===== src/fqrf_pkg.sv =====
// Shared types and constants for the searchable FIFO queue.
`default_nettype none

package fqrf_pkg;

	localparam int ITEM_W = 32;
	localparam int CMD_W  = 2;
	localparam int POS_W  = 5;
	localparam int STS_W  = 3;
	localparam int CNT_W  = 5;

	localparam logic [POS_W-1:0] POS_NONE = '1;
	localparam logic [POS_W-1:0] POS_ZERO = '0;

	typedef enum logic [CMD_W-1:0] {
		CMD_APPEND = 2'd0,
		CMD_TAKE   = 2'd1,
		CMD_REMOVE = 2'd2,
		CMD_FIND   = 2'd3
	} cmd_t;

	typedef enum logic [STS_W-1:0] {
		STS_OK        = 3'd0,
		STS_EMPTY     = 3'd1,
		STS_FULL      = 3'd2,
		STS_NULL      = 3'd3,
		STS_NOT_FOUND = 3'd4
	} status_t;

	// Commands from controller to datapath
	typedef struct packed {
		logic    start;      // input transfer: latch command and item
		logic    wr_append;  // write item at the tail, bump count
		logic    run;        // issue entry reads while any remain
		logic    hit;        // record match position and taken item
		logic    miss;       // record not-found result
		logic    shift;      // write read data one place toward the head
		logic    dec;        // drop one from the count
		logic    emit;       // load the output register
		status_t res_status; // status to set on start
	} ctl_t;

	// Status from datapath to controller
	typedef struct packed {
		cmd_t in_cmd;    // command on the input channel
		logic in_null;   // item on the input channel is null
		cmd_t cmd_q;     // latched command
		logic empty;
		logic full;
		logic match;     // read data valid and matching
		logic last;      // read data valid and from the last entry
		logic pending;   // reads left to issue or one in flight
		logic out_free;  // output register can take a result
	} sts_t;

endpackage

`default_nettype wire


===== src/fqrf_req_if.sv =====
// Command channel: valid/ready handshake with command and item payload.
`default_nettype none

interface fqrf_req_if;
	logic                            valid;
	logic                            ready;
	logic [fqrf_pkg::CMD_W-1:0]      cmd;
	logic [fqrf_pkg::ITEM_W-1:0]     item;

	modport source (output valid, output cmd, output item, input ready);
	modport sink   (input valid, input cmd, input item, output ready);
endinterface

`default_nettype wire


===== src/fqrf_rsp_if.sv =====
// Result channel: valid/ready handshake with the per-command result payload.
`default_nettype none

interface fqrf_rsp_if;
	logic                               valid;
	logic                               ready;
	logic [fqrf_pkg::ITEM_W-1:0]        item_out;
	logic signed [fqrf_pkg::POS_W-1:0]  position;
	logic [fqrf_pkg::STS_W-1:0]         status;
	logic [fqrf_pkg::CNT_W-1:0]         count;
	logic                               is_empty;

	modport source (output valid, output item_out, output position, output status,
		output count, output is_empty, input ready);
	modport sink   (input valid, input item_out, input position, input status,
		input count, input is_empty, output ready);
endinterface

`default_nettype wire


===== src/fqrf_ctrl.sv =====
// Controller state machine sequencing append, take, remove and find.
`default_nettype none

module fqrf_ctrl (
	input  wire logic          clk,
	input  wire logic          arst_n,
	input  wire logic          in_valid,
	output logic               in_ready,
	input  wire fqrf_pkg::sts_t sts,
	output fqrf_pkg::ctl_t     ctl
);
	import fqrf_pkg::*;

	typedef enum logic [3:0] {
		S_IDLE  = 4'b0001,
		S_SCAN  = 4'b0010,
		S_SHIFT = 4'b0100,
		S_RESP  = 4'b1000
	} state_t;

	state_t state_q;
	state_t state_d;

	// Advance state
	always_ff @(posedge clk or negedge arst_n) begin
		if (!arst_n) begin
			state_q <= S_IDLE;
		end else begin
			state_q <= state_d;
		end
	end

	// Decode state and status into datapath commands
	always_comb begin
		state_d        = state_q;
		in_ready       = 1'b0;
		ctl            = '0;
		ctl.res_status = STS_OK;
		unique case (state_q)
			S_IDLE: begin
				in_ready = 1'b1;
				if (in_valid) begin
					ctl.start = 1'b1;
					unique case (sts.in_cmd) inside
						CMD_APPEND: begin
							state_d = S_RESP;
							if (sts.in_null) begin
								ctl.res_status = STS_NULL;
							end else if (sts.full) begin
								ctl.res_status = STS_FULL;
							end else begin
								ctl.wr_append = 1'b1;
							end
						end
						CMD_TAKE: begin
							if (sts.empty) begin
								ctl.res_status = STS_EMPTY;
								state_d        = S_RESP;
							end else begin
								state_d = S_SCAN;
							end
						end
						CMD_REMOVE, CMD_FIND: begin
							if (sts.in_null || sts.empty) begin
								ctl.res_status = STS_NOT_FOUND;
								state_d        = S_RESP;
							end else begin
								state_d = S_SCAN;
							end
						end
						default: begin
							state_d = S_IDLE;
						end
					endcase
				end
			end
			S_SCAN: begin
				ctl.run = 1'b1;
				if (sts.match) begin
					ctl.hit = 1'b1;
					state_d = (sts.cmd_q == CMD_FIND) ? S_RESP : S_SHIFT;
				end else if (sts.last) begin
					ctl.miss = 1'b1;
					state_d  = S_RESP;
				end
			end
			S_SHIFT: begin
				ctl.run   = 1'b1;
				ctl.shift = 1'b1;
				if (!sts.pending) begin
					ctl.dec = 1'b1;
					state_d = S_RESP;
				end
			end
			S_RESP: begin
				if (sts.out_free) begin
					ctl.emit = 1'b1;
					state_d  = S_IDLE;
				end
			end
			default: begin
				state_d = S_IDLE;
			end
		endcase
	end

endmodule

`default_nettype wire


===== src/fqrf_dpath.sv =====
// Datapath: entry memory, occupancy, scan pointers and result registers.
`default_nettype none

module fqrf_dpath #(
	parameter int DEPTH = 16
) (
	input  wire logic                          clk,
	input  wire logic                          arst_n,
	input  wire logic [fqrf_pkg::CMD_W-1:0]    in_cmd,
	input  wire logic [fqrf_pkg::ITEM_W-1:0]   in_item,
	input  wire fqrf_pkg::ctl_t                ctl,
	output fqrf_pkg::sts_t                     sts,
	fqrf_rsp_if.source                         rsp
);
	import fqrf_pkg::*;

	localparam int AW = $clog2(DEPTH);
	localparam int CW = $clog2(DEPTH + 1);

	logic [ITEM_W-1:0] mem [DEPTH];

	cmd_t              cmd_q;
	logic [ITEM_W-1:0] item_q;
	logic [CW-1:0]     count_q;
	logic [CW-1:0]     ip_q;
	logic              rd_vld_s1;
	logic [AW-1:0]     rd_idx_s1;
	logic [ITEM_W-1:0] rdata_s1;

	logic [ITEM_W-1:0] res_item_q;
	logic [POS_W-1:0]  res_pos_q;
	status_t           res_status_q;

	logic              ovalid_q;
	logic [ITEM_W-1:0] o_item_q;
	logic [POS_W-1:0]  o_pos_q;
	logic [STS_W-1:0]  o_status_q;
	logic [CNT_W-1:0]  o_count_q;
	logic              o_empty_q;

	logic              issue;
	logic              more;
	logic              we;
	logic [AW-1:0]     waddr;
	logic [ITEM_W-1:0] wdata;

	// Read and write control
	assign more  = ip_q < count_q;
	assign issue = ctl.run && more;
	assign we    = ctl.wr_append || (ctl.shift && rd_vld_s1);
	assign waddr = ctl.wr_append ? count_q[AW-1:0] : (rd_idx_s1 - AW'(1));
	assign wdata = ctl.wr_append ? in_item : rdata_s1;

	// Entry memory, one write and one registered read per cycle
	always_ff @(posedge clk) begin
		if (we) begin
			mem[waddr] <= wdata;
		end
		if (issue) begin
			rdata_s1  <= mem[ip_q[AW-1:0]];
			rd_idx_s1 <= ip_q[AW-1:0];
		end
	end

	// Track read pointer and read data valid
	always_ff @(posedge clk or negedge arst_n) begin
		if (!arst_n) begin
			ip_q      <= '0;
			rd_vld_s1 <= 1'b0;
		end else if (ctl.start) begin
			ip_q      <= '0;
			rd_vld_s1 <= 1'b0;
		end else begin
			rd_vld_s1 <= issue;
			if (issue) begin
				ip_q <= ip_q + CW'(1);
			end
		end
	end

	// Update occupancy
	always_ff @(posedge clk or negedge arst_n) begin
		if (!arst_n) begin
			count_q <= '0;
		end else if (ctl.wr_append) begin
			count_q <= count_q + CW'(1);
		end else if (ctl.dec) begin
			count_q <= count_q - CW'(1);
		end
	end

	// Latch command and build the result
	always_ff @(posedge clk) begin
		if (ctl.start) begin
			cmd_q        <= cmd_t'(in_cmd);
			item_q       <= in_item;
			res_item_q   <= '0;
			res_status_q <= ctl.res_status;
			res_pos_q    <= (ctl.res_status == STS_NOT_FOUND) ? POS_NONE : POS_ZERO;
		end else if (ctl.hit) begin
			res_pos_q  <= POS_W'(rd_idx_s1);
			res_item_q <= (cmd_q == CMD_TAKE) ? rdata_s1 : '0;
		end else if (ctl.miss) begin
			res_status_q <= STS_NOT_FOUND;
			res_pos_q    <= POS_NONE;
		end
	end

	// Hold the result until its transfer
	always_ff @(posedge clk or negedge arst_n) begin
		if (!arst_n) begin
			ovalid_q <= 1'b0;
		end else if (ctl.emit) begin
			ovalid_q <= 1'b1;
		end else if (rsp.ready) begin
			ovalid_q <= 1'b0;
		end
	end

	always_ff @(posedge clk) begin
		if (ctl.emit) begin
			o_item_q   <= res_item_q;
			o_pos_q    <= res_pos_q;
			o_status_q <= res_status_q;
			o_count_q  <= CNT_W'(count_q);
			o_empty_q  <= (count_q == '0);
		end
	end

	assign rsp.valid    = ovalid_q;
	assign rsp.item_out = o_item_q;
	assign rsp.position = o_pos_q;
	assign rsp.status   = o_status_q;
	assign rsp.count    = o_count_q;
	assign rsp.is_empty = o_empty_q;

	// Report status to the controller
	always_comb begin
		sts          = '0;
		sts.in_cmd   = cmd_t'(in_cmd);
		sts.in_null  = (in_item == '0);
		sts.cmd_q    = cmd_q;
		sts.empty    = (count_q == '0);
		sts.full     = (count_q == CW'(DEPTH));
		sts.match    = rd_vld_s1 && ((cmd_q == CMD_TAKE) || (rdata_s1 == item_q));
		sts.last     = rd_vld_s1 && ((CW'(rd_idx_s1) + CW'(1)) == count_q);
		sts.pending  = more || rd_vld_s1;
		sts.out_free = !ovalid_q || rsp.ready;
	end

`ifndef SYNTH
	a_count_bound: assert property (@(posedge clk) disable iff (!arst_n)
		count_q <= CW'(DEPTH))
		else $error("occupancy above depth");

	a_append_grow: assert property (@(posedge clk) disable iff (!arst_n)
		ctl.wr_append |=> count_q == $past(count_q) + CW'(1))
		else $error("append did not grow occupancy");

	a_emit_free: assert property (@(posedge clk) disable iff (!arst_n)
		ctl.emit |-> (!ovalid_q || rsp.ready))
		else $error("result overwrote an untaken result");

	a_shift_addr: assert property (@(posedge clk) disable iff (!arst_n)
		(ctl.shift && rd_vld_s1) |-> rd_idx_s1 != '0)
		else $error("gap close wrote before the head");
`endif

endmodule

`default_nettype wire


===== src/fifo_queue_with_remove_and_find.sv =====
// Top level of the bounded FIFO queue with remove-by-value and find.
`default_nettype none

// Bounded FIFO of DEPTH nonzero 32-bit handles, one command at a time: append,
// take head, remove first match (later entries move up) or find position.
// Each command returns exactly one result with status, count and empty flag.
// Append and the errors found without a walk (null item, full queue, empty
// queue) go straight to the result; find stops at the first match, while a
// miss walks every entry and take and remove walk on to the tail, since the
// entries are walked through a memory with one read port and one write
// port, one entry per cycle.
// A new command is taken once the previous result sits in the output
// register, even before that result is transferred.
module fifo_queue_with_remove_and_find #(
	parameter int DEPTH = 16
) (
	input  wire logic   clk,
	input  wire logic   arst_n,
	fqrf_req_if.sink    req,
	fqrf_rsp_if.source  rsp
);
	import fqrf_pkg::*;

	ctl_t ctl;
	sts_t sts;
	logic ready;

	assign req.ready = ready;

	fqrf_ctrl u_ctrl (
		.clk      (clk),
		.arst_n   (arst_n),
		.in_valid (req.valid),
		.in_ready (ready),
		.sts      (sts),
		.ctl      (ctl)
	);

	fqrf_dpath #(
		.DEPTH (DEPTH)
	) u_dpath (
		.clk     (clk),
		.arst_n  (arst_n),
		.in_cmd  (req.cmd),
		.in_item (req.item),
		.ctl     (ctl),
		.sts     (sts),
		.rsp     (rsp)
	);

endmodule

`default_nettype wire

===== src/flat_wrapper.sv =====
// flat-port wrapper written by rule: the top's interface ports become plain ports
module fifo_queue_with_remove_and_find_flat import fqrf_pkg::*;
#(
	parameter int DEPTH = 16
)
  (clk, arst_n, req_valid, req_cmd, req_item, req_ready, rsp_valid, rsp_item_out, rsp_position, rsp_status, rsp_count, rsp_is_empty, rsp_ready);
  fqrf_req_if req_i ();
  fqrf_rsp_if rsp_i ();
  input  wire logic clk;
  input  wire logic arst_n;
  input wire logic [$bits(req_i.valid)-1:0] req_valid;
  input wire logic [$bits(req_i.cmd)-1:0] req_cmd;
  input wire logic [$bits(req_i.item)-1:0] req_item;
  output wire logic [$bits(req_i.ready)-1:0] req_ready;
  output wire logic [$bits(rsp_i.valid)-1:0] rsp_valid;
  output wire logic [$bits(rsp_i.item_out)-1:0] rsp_item_out;
  output wire logic [$bits(rsp_i.position)-1:0] rsp_position;
  output wire logic [$bits(rsp_i.status)-1:0] rsp_status;
  output wire logic [$bits(rsp_i.count)-1:0] rsp_count;
  output wire logic [$bits(rsp_i.is_empty)-1:0] rsp_is_empty;
  input wire logic [$bits(rsp_i.ready)-1:0] rsp_ready;
  assign req_i.valid = req_valid;
  assign req_i.cmd = req_cmd;
  assign req_i.item = req_item;
  assign req_ready = req_i.ready;
  assign rsp_valid = rsp_i.valid;
  assign rsp_item_out = rsp_i.item_out;
  assign rsp_position = rsp_i.position;
  assign rsp_status = rsp_i.status;
  assign rsp_count = rsp_i.count;
  assign rsp_is_empty = rsp_i.is_empty;
  assign rsp_i.ready = rsp_ready;
  fifo_queue_with_remove_and_find #(.DEPTH(DEPTH)) u_core (.clk(clk), .arst_n(arst_n), .req(req_i), .rsp(rsp_i));
endmodule

===== config.mk =====
export PLATFORM = sky130hd
export DESIGN_NAME = fifo_queue_with_remove_and_find_flat
export DESIGN_NICKNAME = d
export VERILOG_FILES = /design/src/fqrf_pkg.sv /design/src/fqrf_req_if.sv /design/src/fqrf_rsp_if.sv /design/src/fqrf_ctrl.sv /design/src/fqrf_dpath.sv /design/src/fifo_queue_with_remove_and_find.sv /design/src/flat_wrapper.sv
export SDC_FILE = /design/constraint.sdc
export NUM_CORES = 1
export LEC_CHECK = 0
export ABC_CLOCK_PERIOD_IN_PS = 6100
export BUFFER_PORTS_ARGS = -buffer_cell sky130_fd_sc_hd__buf_2
export CAP_MARGIN = 10
export CELL_PAD_IN_SITES_DETAIL_PLACEMENT = 1
export CELL_PAD_IN_SITES_GLOBAL_PLACEMENT = 2
export CORE_AREA = 2 2 231 233
export CTS_BUF_LIST = sky130_fd_sc_hd__clkbuf_4 sky130_fd_sc_hd__clkbuf_8
export DETAILED_ROUTE_END_ITERATION = 10
export DIE_AREA = 0 0 233 235
export PLACE_DENSITY_LB_ADDON = 0.1
export SLEW_MARGIN = 20
export SYNTH_ARGS = -nofsm -noshare
export SYNTH_HDL_FRONTEND = slang
export SYNTH_SLANG_ARGS = --single-unit

===== constraint.sdc =====
create_clock -name clk -period 6.1 [get_ports clk]
set_input_delay 0.305 -clock clk [delete_from_list [all_inputs] [get_ports clk]]
set_output_delay 0.305 -clock clk [all_outputs]
set_load 0.02 [all_outputs]

# After elaboration in Yosys (flattened, before gate mapping)

Memories as Yosys holds them, arrays and structs flattened. A register that Yosys moved wholly into a read port is not among the register bits.
Cells that the tools add are included.

Register bits: 140
Output and inout port bits: 48
Logic and storage cells: 114
Memory bits (writable): 512
Input port bits: 38
Memories kept: 1

Muxes and demuxes: 51
Order comparisons: 1
Eq/ne operators: 18
$add $sub $neg: 5
Reduce and logical (&&, ||, !) cells: 22

Memories:

| name               | depth | width | read ports | clocked after Yosys merged registers in | wr ports | line             | text |
|---|---|---|---|---|---|---|---|
| u_core.u_dpath.mem | 16    | 32    | 1          | 1                                       | 1        | fqrf_dpath.sv:20 | `logic [ITEM_W-1:0] mem [DEPTH];` |

Operator list:

| kind                                                               | number |
|---|---|
| 32-bit two-way mux                                                 | 2 |
| 5-bit two-way mux                                                  | 8 |
| 4-bit two-way mux                                                  | 9 |
| 32-bit == test                                                     | 1 |
| 32-bit zero test                                                   | 1 |
| 3-bit two-way mux                                                  | 6 |
| 1-bit two-way mux                                                  | 17 |
| 4-bit one-hot mux with 4 select lines                              | 1 |
| 2-bit two-way mux                                                  | 6 |
| 4-bit one-hot mux with 3 select lines                              | 1 |
| 5-bit by 1-bit adder with 5-bit output, second input constant      | 2 |
| 3-bit one-hot mux with 3 select lines                              | 1 |
| 2-bit nonzero test                                                 | 4 |
| 2-bit == test, second input constant                               | 3 |
| 4-bit by 1-bit adder with 5-bit output, second input constant      | 1 |
| 5-bit == test                                                      | 1 |
| 5-bit == test, second input constant                               | 1 |
| 5-bit zero test                                                    | 1 |
| 1-bit logical OR                                                   | 5 |
| 5-bit < comparator                                                 | 1 |
| 5-bit by 1-bit subtractor with 5-bit output, second input constant | 1 |
| 2-bit by 1-bit == test with 1-bit output, second input constant    | 2 |
| 4-bit by 1-bit == test with 1-bit output, second input constant    | 1 |
| 4-bit by 2-bit == test with 1-bit output, second input constant    | 1 |
| 14 further kinds                                                   | 20 |

# Logic depth before layout (Yosys ltp)

Gate-level depths: netlist of the first run.

Depth in word-level cells: 9
Depth in mapped cells: 11
Depth with buffers taken out: 9

# By module

Synthesis of the first run repeated with hierarchy kept, for this count alone.

Cells, all modules: 1196
Area, all modules: 26240.2 um2

Modules (own cells, without submodules):

| module     | seq. area each (um2) | area each (um2) | cells an instance | times used |
|---|---|---|---|---|
| fqrf_dpath | 20039.2              | 25878.6         | 1151              | 1 |
| fqrf_ctrl  | 101.3                | 361.6           | 45                | 1 |

# Worst setup path after synthesis of the first run

No wires, ideal clock.

Path type: reg-to-reg
Start point: register u_core.u_dpath.rd_idx_s1[0]
End point: memory u_core.u_dpath.mem[11][0], enable pin
Arrival: 4227 ps
Cell stages (with the launch flop): 8
Period minus slack after synthesis: 4698 ps
Required time: 5628 ps
Path buffers: 1
Setup time: 472 ps
Path slack: 1402 ps
Path through: edfxtp_1 clkbuf_1 inv_1 ha_1 xor2_1 or3b_1 or2_1 o32ai_1

Cells in the longest elaborated chain, start to end: 2

Ends and longest elaborated chain:

| element                                     | line             | text |
|---|---|---|
| start: declaration                          | fqrf_dpath.sv:27 | `logic [AW-1:0] rd_idx_s1;` |
| start signal: assignment                    | fqrf_dpath.sv:61 | `rd_idx_s1 <= ip_q[AW-1:0];` |
| 4-bit by 1-bit subtractor with 4-bit output | fqrf_dpath.sv:51 | `assign waddr = ctl.wr_append ? count_q[AW-1:0] : (rd_idx_s1 - AW'(1));` |
| 4-bit two-way mux                           | fqrf_dpath.sv:51 |  |
| end: declaration                            | fqrf_dpath.sv:20 |  |

Every way passes these cells.

# Worst setup path in the final report of the first run

Start point: register u_core.u_ctrl.state_q[0]
End point: memory u_core.u_dpath.mem[3][25], enable pin

Cells in the longest elaborated chain, start to end: 6
Elaborated cells between the ends (all ways): 9

Ends and longest elaborated chain:

| element                                  | line             | text |
|---|---|---|
| start: declaration                       | fqrf_ctrl.sv:21  | `state_t state_q;` |
| start signal: assignment                 | fqrf_ctrl.sv:29  | `state_q <= state_d;` |
| 4-bit by 3-bit == test with 1-bit output | fqrf_ctrl.sv:39  | `unique case (state_q)` |
| 2-bit two-way mux                        | fqrf_ctrl.sv:39  |  |
| 1-bit logical AND                        | fqrf_dpath.sv:50 | `assign we = ctl.wr_append \|\| (ctl.shift && rd_vld_s1);` |
| 1-bit logical OR                         | fqrf_dpath.sv:50 |  |
| 1-bit two-way mux                        | fqrf_dpath.sv:56 | `if (we) begin` |
| 1-bit two-way mux (not written as such)  | fqrf_dpath.sv:57 | `mem[waddr] <= wdata;` |

Several ways; a longest one is shown, not always the timed one.

==> results of run 1 <==
[flip-flops by register name (all words and copies together), names as in the netlist, 5 cells and up]
| signal | count |
|---|---|
| u_core.u_dpath.item_q | 32 |
| u_core.u_dpath.ip_q | 5 |
| u_core.u_dpath.rsp.item_out | 32 |
| u_core.u_dpath.rdata_s1 | 32 |
| u_core.u_dpath.res_pos_q | 5 |
| u_core.u_dpath.mem | 512 |
| u_core.u_dpath.count_q | 5 |
| u_core.u_dpath.rsp.count | 5 |
| u_core.u_dpath.res_item_q | 32 |
| u_core.u_dpath.rsp.position | 5 |
[final cells by class]
type / count / area (sq um)
Inverter: 17 / 63.81
Sequential cell: 684 / 20150
Fill cell: 4478 / 21600
Clock buffer: 181 / 2153
Timing Repair Buffer: 155 / 1064
Clock inverter: 33 / 222.7
Antenna cell: 1 / 2.502
Multi-Input combinational cell: 507 / 6120
Tap cell: 688 / 860.8
[power breakdown]
part           total (mW)  internal, mW  switching, mW
Sequential           5.90          5.60          0.300
Clock                4.14          2.32           1.82
Combinational        2.23         0.970           1.26
[path summary, 6_finish.rpt]
path | endpoint | startpoint | cells past startpoint | slack, ps
hold reg to reg | u_core.u_dpath.rsp.item_out[20]$_DFFE_PP_ | u_core.u_dpath.res_item_q[20]$_SDFFE_PP0P_ | 0 | 420
max in group asynchronous | u_core.u_dpath.ip_q[0]$_DFFE_PN0P_ | arst_n | 2 | 5680
hold / removal | u_core.u_ctrl.state_q[1]$_DFFE_PN0P_ | arst_n | 2 | 70
setup reg to reg | u_core.u_dpath.mem[3][25]$_DFFE_PP_ | u_core.u_ctrl.state_q[0]$_DFFE_PN1P_ | 7 | 1970
min in group clk | u_core.u_dpath.item_q[26]$_DFFE_PP_ | req_item[26] | 2 | 320
setup / recovery | u_core.u_dpath.mem[3][25]$_DFFE_PP_ | u_core.u_ctrl.state_q[0]$_DFFE_PN1P_ | 7 | 1970
[layer usage]
layer	up-vias	track usage [%]	part of all wire (%)
met5	-	0	0
met4	0	7.933	2.3
met3	102	4.369	5.6
met2	492	39.96	49
met1	7197	35.98	43
li1	5637	-	-
[cells by family (layout without fill, tap and decap cells)]
group           after synthesis  in the layout  synth area share, %
simple gates                192            192                3.501
fa+ha+maj                    11             11               0.5518
mux                         166            166                13.93
flops                       684            684                76.56
compound gates               93             93                2.821
other cells                   0              1                    0
xor+xnor                     45             45                1.498
buf+inv                      71            386                1.132
[per-stage QoR]
step           cell area, sq um  std cells  hold slack [ps]  utilization, %
3_3_place_gp              27870       2012            248.2           53.35
2_1_floorplan             26310       1262            9.409               -
6_report                  30640       2266            66.97           58.65
5_1_grt                   30640       2266            77.60           58.65
3_5_place_dp              27890       2014            262.0           53.39
4_1_cts                   30630       2265            27.26           58.65
[placed cells by master (no fill, tap or decap), types with 7 or more instances in the layout]
cell type / netlist / final
a21oi_1: 11 / 9
inv_1: 15 / 14
clkinv_2: 0 / 14
buf_2: 25 / 85
a22o_1: 32 / 32
mux4_2: 160 / 160
nand3_1: 7 / 7
o21ai_0: 9 / 9
dfxtp_1: 32 / 32
clkinv_1: 0 / 13
nand2_1: 120 / 120
clkbuf_4: 0 / 54
nand4_1: 7 / 7
edfxtp_1: 636 / 636
xnor2_1: 10 / 10
clkbuf_8: 0 / 127
dfrtp_1: 15 / 11
dlygate4sd3_1: 0 / 37
ha_1: 10 / 10
nor2_1: 15 / 13
nor4_1: 17 / 17
xor2_1: 35 / 35
buf_4: 0 / 30
o22ai_4: 0 / 9
[repair_timing]
action,CTS,global route
hold buffers,37,0
gates resized for setup,0,0
endpoints found under the hold margin,54,0
==> impl_metrics.csv, run 1 <==
group,metric,value,unit
sta,period_share,67.76,%
cts,cts_buffers,112,
sta,clock.fmax,0.2419,GHz
die,io_pins,86,
route,ant_nets,0,
global_route,grt_first_pass_wirelength,97840,microns
worst_setup_path,required,6430,ps
power,peakVddDrop,0.0001825,V
place,port_buffers,85,
job,drv_cap,0,
sta,max_slew_margin,30.15,%
place,gp_congestion,0.7506,
route,wl,66450,microns
yosys,syn_nets,1311,
worst_setup_path,path_delay_family,"buffers and inverters",
sta,tightest_slew,1048,ps
global_route,grt_antenna_before_repair,2,
yosys,synth_edf_count,636,
die,start_util,50.36,%
sta,finClkSkew,37.76,ps
cts,root_buffer,"clkbuf_8",
route,drt_first_pass_iters,5,
worst_setup_path,startpoint_type,"flop",
yosys,yosys-top-cells-area,"edfxtp_1, mux4_2, dfxtp_1",
cts,clock_latency,720,ps
cts,cts_tree,"done",
route,drt_iter0_markers,1299,
power,p_total,12.28,mW
yosys,synth_top_area_cell,"edfxtp_1",
cts,h-tree-depth,3,
worst_setup_path,crit_arrival,4460,ps
yosys,yosysWarnings,0,
sta,slew_viol_final,0,
worst_setup_path,crit_chain,"nor4b_4, and3_4, o211ai_4, inv_2, nand3_1, o32ai_4, buf_4",
yosys,avgSynthCellArea,20.84,sq um
place,dp_hpwl,37380,microns
die,die_h,235,microns
cts,cts_setup_buffers,0,
worst_hold_path,hold_path.class,"primary input to asynchronous set/reset pin",
route,drc,0,
global_route,grt_usage,25.19,%
place,dp_slack,1946,ps
route,vias,13430,
yosys,async_flop_share,2.339,%
yosys,ys_ff_latch,684,
yosys,synth_top_area_share,72.60,%
cts,path_clk_slew,60,ps
sta,fin_crit,4133,ps
yosys,synth_flop_cell,"edfxtp_1",
yosys,synth_commonest_cells,"edfxtp_1, mux4_2, nand2_1",
sta,setup_viol,0,
cts,clock-sinks,684,
power,powerDensity,400.8,mW/mm^2
yosys,synthesis.area,0.02631,sq mm
global_route,grt_max_degree,59,
yosys,synth-seq-area-share,76.56,%
global_route,first_global_vias,14340,
die,dieArea,0.05476,sq mm
global_route,gr-total-overflow,0,
cells_and_area,syn2layout_area_growth,16.47,%
cells_and_area,drive_above_1_share,32.91,%
cells_and_area,layout.nets,1526,
route,drt-wirelength-per-cell,29.33,microns
worst_setup_path,critPathKind,"flop to flop",
run_status,status,"complete, no violations",
worst_setup_path,worst-path-max-fanout,35,
cts,clockBufferDepth,3,
sta,timing.final.ws_setup,1967,ps
die,fp-row-count,84,
yosys,syn-instance-count,1262,
die,fp.coreArea,0.05224,sq mm
worst_setup_path,end_kind,"flop",
sta,finalHoldViolations,0,
sta,tns,0,ps
die,die_x,233,microns
worst_setup_path,crit_path_max_incr_delay,750,ps
yosys,synth_most_common_cell,"edfxtp_1",
power,p_leak,10.09,nW
worst_setup_path,path_buf_inv,2,
worst_setup_path,slowest_stage,"inv_2",
yosys,synth.distinct_cells,55,
route,routed_via_density,5.926,
sta,rsz0062_at_grt,"no",
Power figures use the tool's default switching activity.
==> inputs of run 2 (changes only) <==
--- a/config.mk
+++ b/config.mk
@@ -5,15 +5,16 @@
 export SDC_FILE = /design/constraint.sdc
 export NUM_CORES = 1
 export LEC_CHECK = 0
-export ABC_CLOCK_PERIOD_IN_PS = 6100
+export ABC_AREA = 1
+export ABC_CLOCK_PERIOD_IN_PS = 4200
 export BUFFER_PORTS_ARGS = -buffer_cell sky130_fd_sc_hd__buf_2
 export CAP_MARGIN = 10
 export CELL_PAD_IN_SITES_DETAIL_PLACEMENT = 1
 export CELL_PAD_IN_SITES_GLOBAL_PLACEMENT = 2
-export CORE_AREA = 2 2 231 233
+export CORE_AREA = 2 2 247 249
 export CTS_BUF_LIST = sky130_fd_sc_hd__clkbuf_4 sky130_fd_sc_hd__clkbuf_8
 export DETAILED_ROUTE_END_ITERATION = 10
-export DIE_AREA = 0 0 233 235
+export DIE_AREA = 0 0 249 251
 export PLACE_DENSITY_LB_ADDON = 0.1
 export SLEW_MARGIN = 20
 export SYNTH_ARGS = -nofsm -noshare
==> constraint.sdc (replaced) <==
create_clock -name clk -period 4.2 [get_ports clk]
set_input_delay 0.21 -clock clk [delete_from_list [all_inputs] [get_ports clk]]
set_output_delay 0.21 -clock clk [all_outputs]
set_load 0.02 [all_outputs]
==> run 2 against run 1 <==
Power grew 54%. Register-to-register slack worse by 930 ps. Combinational power up 77%. Core utilization decreased by 5.7 points. Synthesized area increased by 3.4%. Setup slack worse by 930 ps. Worst hold slack better by 160 ps. Sequential power up 49%. Largest power group unchanged.
==> impl_metrics.csv, run 2 <==
group,metric,value,unit
yosys,synth_edf_count,636,
yosys,ys_ff_latch,684,
die,dieArea,0.06250,sq mm
yosys,yosys.area_share.simple,10.41,%
sta,whs,229.5,ps
route,drc,0,
place,gp_congestion,0.8146,
sta,rsz0062_at_grt,"no",
yosys,async_flop_share,2.339,%
route,drt_iter0_markers,1399,
yosys,yosysWarnings,0,
yosys,synth-seq-area-share,74.05,%
cts,cts_buffers,113,
sta,slew_viol_final,0,
die,fp-row-count,90,
die,io_pins,86,
route,ant_nets,0,
global_route,grt_usage,23.92,%
sta,period_share,75.35,%
cells_and_area,final_common_cell,"edfxtp_1",
sta,finalHoldViolations,0,
cts,clock_latency,710,ps
yosys,yosys-top-cells-area,"edfxtp_1, nor2_1, nand2_1",
cts,clockBufferDepth,3,
route,drt-wirelength-per-cell,24.06,microns
cells_and_area,largest_reg_flops,512,
cells_and_area,drive_above_1_share,17.89,%
cts,cts_setup_buffers,0,
global_route,grt_max_degree,140,
worst_setup_path,crit_path_max_incr_delay,580,ps
job,drv_cap,0,
route,routed_via_density,5.594,
worst_setup_path,end_kind,"flop",
die,fp.coreArea,0.05979,sq mm
yosys,syn_nets,2079,
cts,root_buffer,"clkbuf_8",
yosys,syn-instance-count,2030,
yosys,synth_top_area_share,70.21,%
worst_setup_path,required,4520,ps
cells_and_area,layout.nets,2248,
yosys,synth_most_common_cell,"edfxtp_1",
power,powerDensity,595.8,mW/mm^2
sta,clock.fmax,0.3160,GHz
worst_setup_path,critPathKind,"flop to flop",
cts,h-tree-depth,3,
cells_and_area,finalNonFillerCells,3080,
cells_and_area,syn2layout_area_growth,16.31,%
yosys,avgSynthCellArea,13.40,sq um
yosys,synth_xor_xnor_area_share,1.063,%
worst_setup_path,startpoint_type,"flop",
die,die_x,249,microns
worst_setup_path,slowest_stage,"buf_4",
yosys,synth_top_family_by_area,"simple AND/OR/NAND/NOR gates",
yosys,synth.distinct_cells,47,
sta,max_slew_margin,27.69,%
global_route,grt_antenna_before_repair,3,
yosys,synth_compound_area_share,8.837,%
cts,cts_hold_buffers,39,
run_status,status,"complete, no violations",
global_route,grt_first_pass_wirelength,112000,microns
place,port_buffers,85,
worst_setup_path,crit_arrival,3490,ps
global_route,first_global_vias,17650,
sta,fin_crit,3165,ps
yosys,synth_flop_cell,"edfxtp_1",
place,dp_cells,2827,
route,vias,17230,
cells_and_area,fillers,5983,
sta,tightest_slew,1077,ps
worst_setup_path,worst-path-max-fanout,32,
power,peakVddDrop,0.0002887,V
die,die_h,251,microns
place,dp_hpwl,41610,microns
yosys,synth_commonest_cells,"edfxtp_1, nor2_1, nand2_1",
route,drt_first_pass_iters,5,
sta,setup_viol,0,
yosys,synthesis.area,0.02720,sq mm
worst_setup_path,crit_chain,"nand2_1, nor2_8, nand2_4, nor2_4, nand2_4, buf_4, o21ai_2, nand2_1, nor2_4, buf_4",
sta,tns,0,ps
cells_and_area,fin_util,52.91,%
worst_hold_path,hold_path.class,"primary input to flop",
global_route,gr-total-overflow,0,
cts,path_clk_slew,70,ps
yosys,synth_fa_ha_area_share,0.5336,%
yosys,synth_mux_area_share,2.024,%
cells_and_area,mostFrequentLayoutCells,"edfxtp_1, nor2_1, nand2_1",
cells_and_area,largest_register,"u_core.u_dpath.mem",
cts,clock-sinks,684,
cts,cts_tree,"done",
cts,cts_resized,0,
power,p_leak,10.76,nW
route,wl,74100,microns
sta,finClkSkew,18.88,ps
die,start_util,45.49,%
yosys,synth_top_area_cell,"edfxtp_1",
-- run 2: cell count changes after synthesis, moves of 61 or more --
cell and change:
mux4_2 -160, nand2_1 +108, nand3_1 +103, nor2_1 +302, o21ai_0 +122, o21ai_1 +61
o32ai_1 +69
-- run 2: layout make-up --
type                    instances  area, sq um  share of cell area (%)
well taps                     782        978.4                   3.093
clock buffers                 156         1928                   6.095
repair buffers                172         1351                   4.271
clock inverters                57        459.2                   1.451
flip-flops and latches        684        20150                   63.69
multi-input cells            1143         6444                   20.37
inverters                      85        324.1                   1.024
diodes                          1        2.502                0.007910
-- run 2: kinds of logic after synthesis --
family                     Yosys count
and+or+nand+nor                    684
DFF                                684
xor gates and xnor gates            33
adders and majority gates           11
buffers and inverters              203
AOI/OAI and AO/OA                  360
muxes                               55
-- run 2: metal layers --
metal	vias to the layer above	wire length (microns)	global-route usage, %
met5	-	0	0
met1	8802	34390	34.55
met3	103	3618	3.303
li1	7844	-	-
met4	0	1502	7.238
met2	480	34590	37.90
-- run 2: path summary, 6_finish.rpt --
check / from / to / slack, ps / cells after the start
hold reg to reg: u_core.u_dpath.res_status_q[0]$_SDFFCE_PN0P_ / u_core.u_dpath.rsp.status[0]$_DFFE_PP_ / 420 / 0
min in group asynchronous: arst_n / u_core.u_ctrl.state_q[0]$_DFFE_PN1P_ / 580 / 3
setup reg to reg: u_core.u_ctrl.state_q[0]$_DFFE_PN1P_ / u_core.u_dpath.mem[11][11]$_DFFE_PP_ / 1040 / 10
setup / recovery: u_core.u_ctrl.state_q[0]$_DFFE_PN1P_ / u_core.u_dpath.mem[11][11]$_DFFE_PP_ / 1040 / 10
hold / removal: req_item[10] / u_core.u_dpath.item_q[10]$_DFFE_PP_ / 230 / 2
max in group asynchronous: arst_n / u_core.u_dpath.ip_q[0]$_DFFE_PN0P_ / 2210 / 4
-- run 2: power by group --
| group | total (mW) | internal, mW | switching, mW |
|---|---|---|---|
| Sequential | 8.78 | 8.36 | 0.420 |
| Combinational | 3.95 | 1.16 | 2.79 |
| Clock | 6.12 | 3.41 | 2.70 |
| Total | 18.8 | 12.9 | 5.92 |
-- run 2: through the flow --
| stage | instance area [sq um] | power (mW) | worst slack [ps] |
|---|---|---|---|
| floorplan | 27200 | 11.35 | 809.3 |
| global placement | 28780 | 12.72 | 880.0 |
| detailed placement | 28820 | 12.83 | 1023 |
| CTS | 31600 | 19.02 | 1041 |
| global route | 31640 | 19.77 | 865.4 |
| finish | 31640 | 18.85 | 1035 |
-- run 2: critical path, delay by kind of cell, from the launching register on --
family                 cells  cell delay [ps]
AOI/OAI and AO/OA          1              200
buffers and inverters      2              880
DFF                        1              540
and+or+nand+nor            7             1140
==> inputs of run 3 (changes only) <==
--- a/config.mk
+++ b/config.mk
@@ -6,15 +6,15 @@
 export NUM_CORES = 1
 export LEC_CHECK = 0
 export ABC_AREA = 1
-export ABC_CLOCK_PERIOD_IN_PS = 4200
+export ABC_CLOCK_PERIOD_IN_PS = 2850
 export BUFFER_PORTS_ARGS = -buffer_cell sky130_fd_sc_hd__buf_2
 export CAP_MARGIN = 10
 export CELL_PAD_IN_SITES_DETAIL_PLACEMENT = 1
 export CELL_PAD_IN_SITES_GLOBAL_PLACEMENT = 2
-export CORE_AREA = 2 2 247 249
+export CORE_AREA = 2 2 258 260
 export CTS_BUF_LIST = sky130_fd_sc_hd__clkbuf_4 sky130_fd_sc_hd__clkbuf_8
 export DETAILED_ROUTE_END_ITERATION = 10
-export DIE_AREA = 0 0 249 251
+export DIE_AREA = 0 0 260 262
 export PLACE_DENSITY_LB_ADDON = 0.1
 export SLEW_MARGIN = 20
 export SYNTH_ARGS = -nofsm -noshare
==> constraint.sdc (replaced) <==
create_clock -name clk -period 2.85 [get_ports clk]
set_input_delay 0.1425 -clock clk [delete_from_list [all_inputs] [get_ports clk]]
set_output_delay 0.1425 -clock clk [all_outputs]
set_load 0.02 [all_outputs]
==> run 3 against run 2 <==
Highest routed layer unchanged. Fmax increased by 20%. Combinational power increased by 75%. Design area increased by 2.3%. Sequential share of layout area decreased by 1.4 points. Die area increased by 9.0%. Largest power group unchanged.
==> impl_metrics.csv, run 3 (synthesis results as in run 2) <==
group,metric,value,unit
sta,rsz0062_at_grt,"no",
worst_setup_path,required,3230,ps
run_status,status,"complete, no violations",
die,dieArea,0.06812,sq mm
cells_and_area,fin_util,49.57,%
cells_and_area,finalNonFillerCells,3220,
global_route,gr-total-overflow,0,
route,drc,0,
die,start_util,41.67,%
cts,h-tree-depth,3,
route,ant_nets,0,
cells_and_area,mostFrequentLayoutCells,"edfxtp_1, nor2_1, nand2_1",
cells_and_area,syn2layout_area_growth,18.97,%
sta,slew_viol_final,0,
worst_hold_path,hold_path_depth,2,
cts,root_buffer,"clkbuf_8",
global_route,grt_max_degree,97,
place,dp_hpwl,48350,microns
global_route,grt_usage,22.04,%
cells_and_area,largest_register,"u_core.u_dpath.mem",
sta,fin_crit,2637,ps
sta,finClkSkew,31.43,ps
global_route,grt_use_met3,4.138,%
global_route,first_global_vias,17830,
global_route,use_met1,32.79,%
sta,max_slew_margin,36.97,%
power,p_leak,11.11,nW
worst_setup_path,worst-path-max-fanout,32,
sta,tns,0,ps
cts,path_clk_slew,60,ps
route,drt-wirelength-per-cell,23.04,microns
cells_and_area,layout.nets,2309,
die,fp.coreArea,0.06528,sq mm
route,vias,17190,
cts,clockBufferDepth,3,
cells_and_area,drive_above_1_share,19.62,%
job,drv_cap,0,
worst_setup_path,end_kind,"flop",
place,dp_cells,2970,
route,wl,74180,microns
cts,clock-sinks,684,
route,routed_via_density,5.339,
global_route,grt_util_met2,33.01,%
cells_and_area,final_common_cell,"edfxtp_1",
cts,cts_buffers,113,
die,die_x,260,microns
cts,cts_setup_buffers,0,
die,die_h,262,microns
route,drt_first_pass_iters,5,
worst_setup_path,r2r_cells,9,
global_route,grt_first_pass_wirelength,112100,microns
route,drt_iter0_markers,1370,
worst_hold_path,hold_path.class,"primary input to flop",
worst_setup_path,critPathKind,"flop to flop",
global_route,grt_antenna_before_repair,1,
worst_setup_path,crit_arrival,3020,ps
die,fp-row-count,94,
sta,period_share,92.52,%
power,powerDensity,879.0,mW/mm^2
worst_setup_path,startpoint_type,"flop",
power,peakVddDrop,0.0004269,V
die,io_pins,86,
sta,finalHoldViolations,0,
cts,clock_latency,720,ps
sta,tightest_slew,945.4,ps
place,port_buffers,85,
global_route,busiest_layer,"met2",
cells_and_area,largest_reg_flops,512,
sta,clock.fmax,0.3792,GHz
place,gp_congestion,0.8102,
sta,setup_viol,0,
cts,cts_tree,"done",
sta,whs,166.0,ps
-- run 3: cell type report --
cell class | instances | area (sq um)
fillers | 6646 | 32920
flip-flops and latches | 684 | 20150
multi-input cells | 1143 | 6380
clock buffers | 180 | 2221
repair buffers | 233 | 2047
well taps | 864 | 1081
inverters | 85 | 324.1
clock inverters | 30 | 153.9
diodes | 1 | 2.502
-- run 3: worst paths after layout --
| path | startpoint | endpoint | slack (ps) |
|---|---|---|---|
| setup / recovery | u_core.u_ctrl.state_q[0]$_DFFE_PN1P_ | u_core.u_dpath.mem[0][8]$_DFFE_PP_ | 210 |
| hold reg to reg | u_core.u_dpath.res_item_q[14]$_SDFFE_PP0P_ | u_core.u_dpath.rsp.item_out[14]$_DFFE_PP_ | 420 |
| min in group asynchronous | arst_n | u_core.u_ctrl.state_q[0]$_DFFE_PN1P_ | 500 |
| hold / removal | req_item[8] | u_core.u_dpath.item_q[8]$_DFFE_PP_ | 170 |
| setup reg to reg | u_core.u_ctrl.state_q[0]$_DFFE_PN1P_ | u_core.u_dpath.mem[0][8]$_DFFE_PP_ | 210 |
| max in group asynchronous | arst_n | u_core.u_dpath.ip_q[1]$_DFFE_PN0P_ | 970 |
-- run 3: layer usage --
layer	routed length, microns	up-vias
li1	-	7967
met1	35560	8682
met2	32670	440
met3	4501	104
met4	1445	0
met5	0	-
-- run 3: critical path, stage by stage (launching register included) --
cell and delay (ps):
dfstp_2 550, nand2_1 130, nor2_8 150, nand2_4 70
nor2_4 150, nand2_4 160, o21ai_2 380, nand3_1 290
nor2_4 180, buf_12 240
-- run 3: repair_timing --
action,CTS,global route
setup endpoints to repair,0,318
hold endpoints to repair,70,0
hold buffers,39,0
resized for setup,0,2
-- run 3: through the flow --
stage | setup slack (ps) | cell area, sq um | total power [mW]
after floorplan | -520.9 | 27270 | 16.77
after global placement | 49.90 | 29580 | 19.62
final | 213.2 | 32360 | 28.44
after detailed placement | -2.739 | 29580 | 19.79
after global routing | 29.64 | 32360 | 29.80
after CTS | 46.39 | 32340 | 28.74
-- run 3: where the power goes --
part           total (mW)  leakage, nW  switching, mW  internal (mW)
registers            12.7         6.20          0.385           12.3
logic                6.92         3.64           4.78           2.14
clock network        8.83         1.28           3.90           4.93
total                28.4         11.1           9.06           19.4
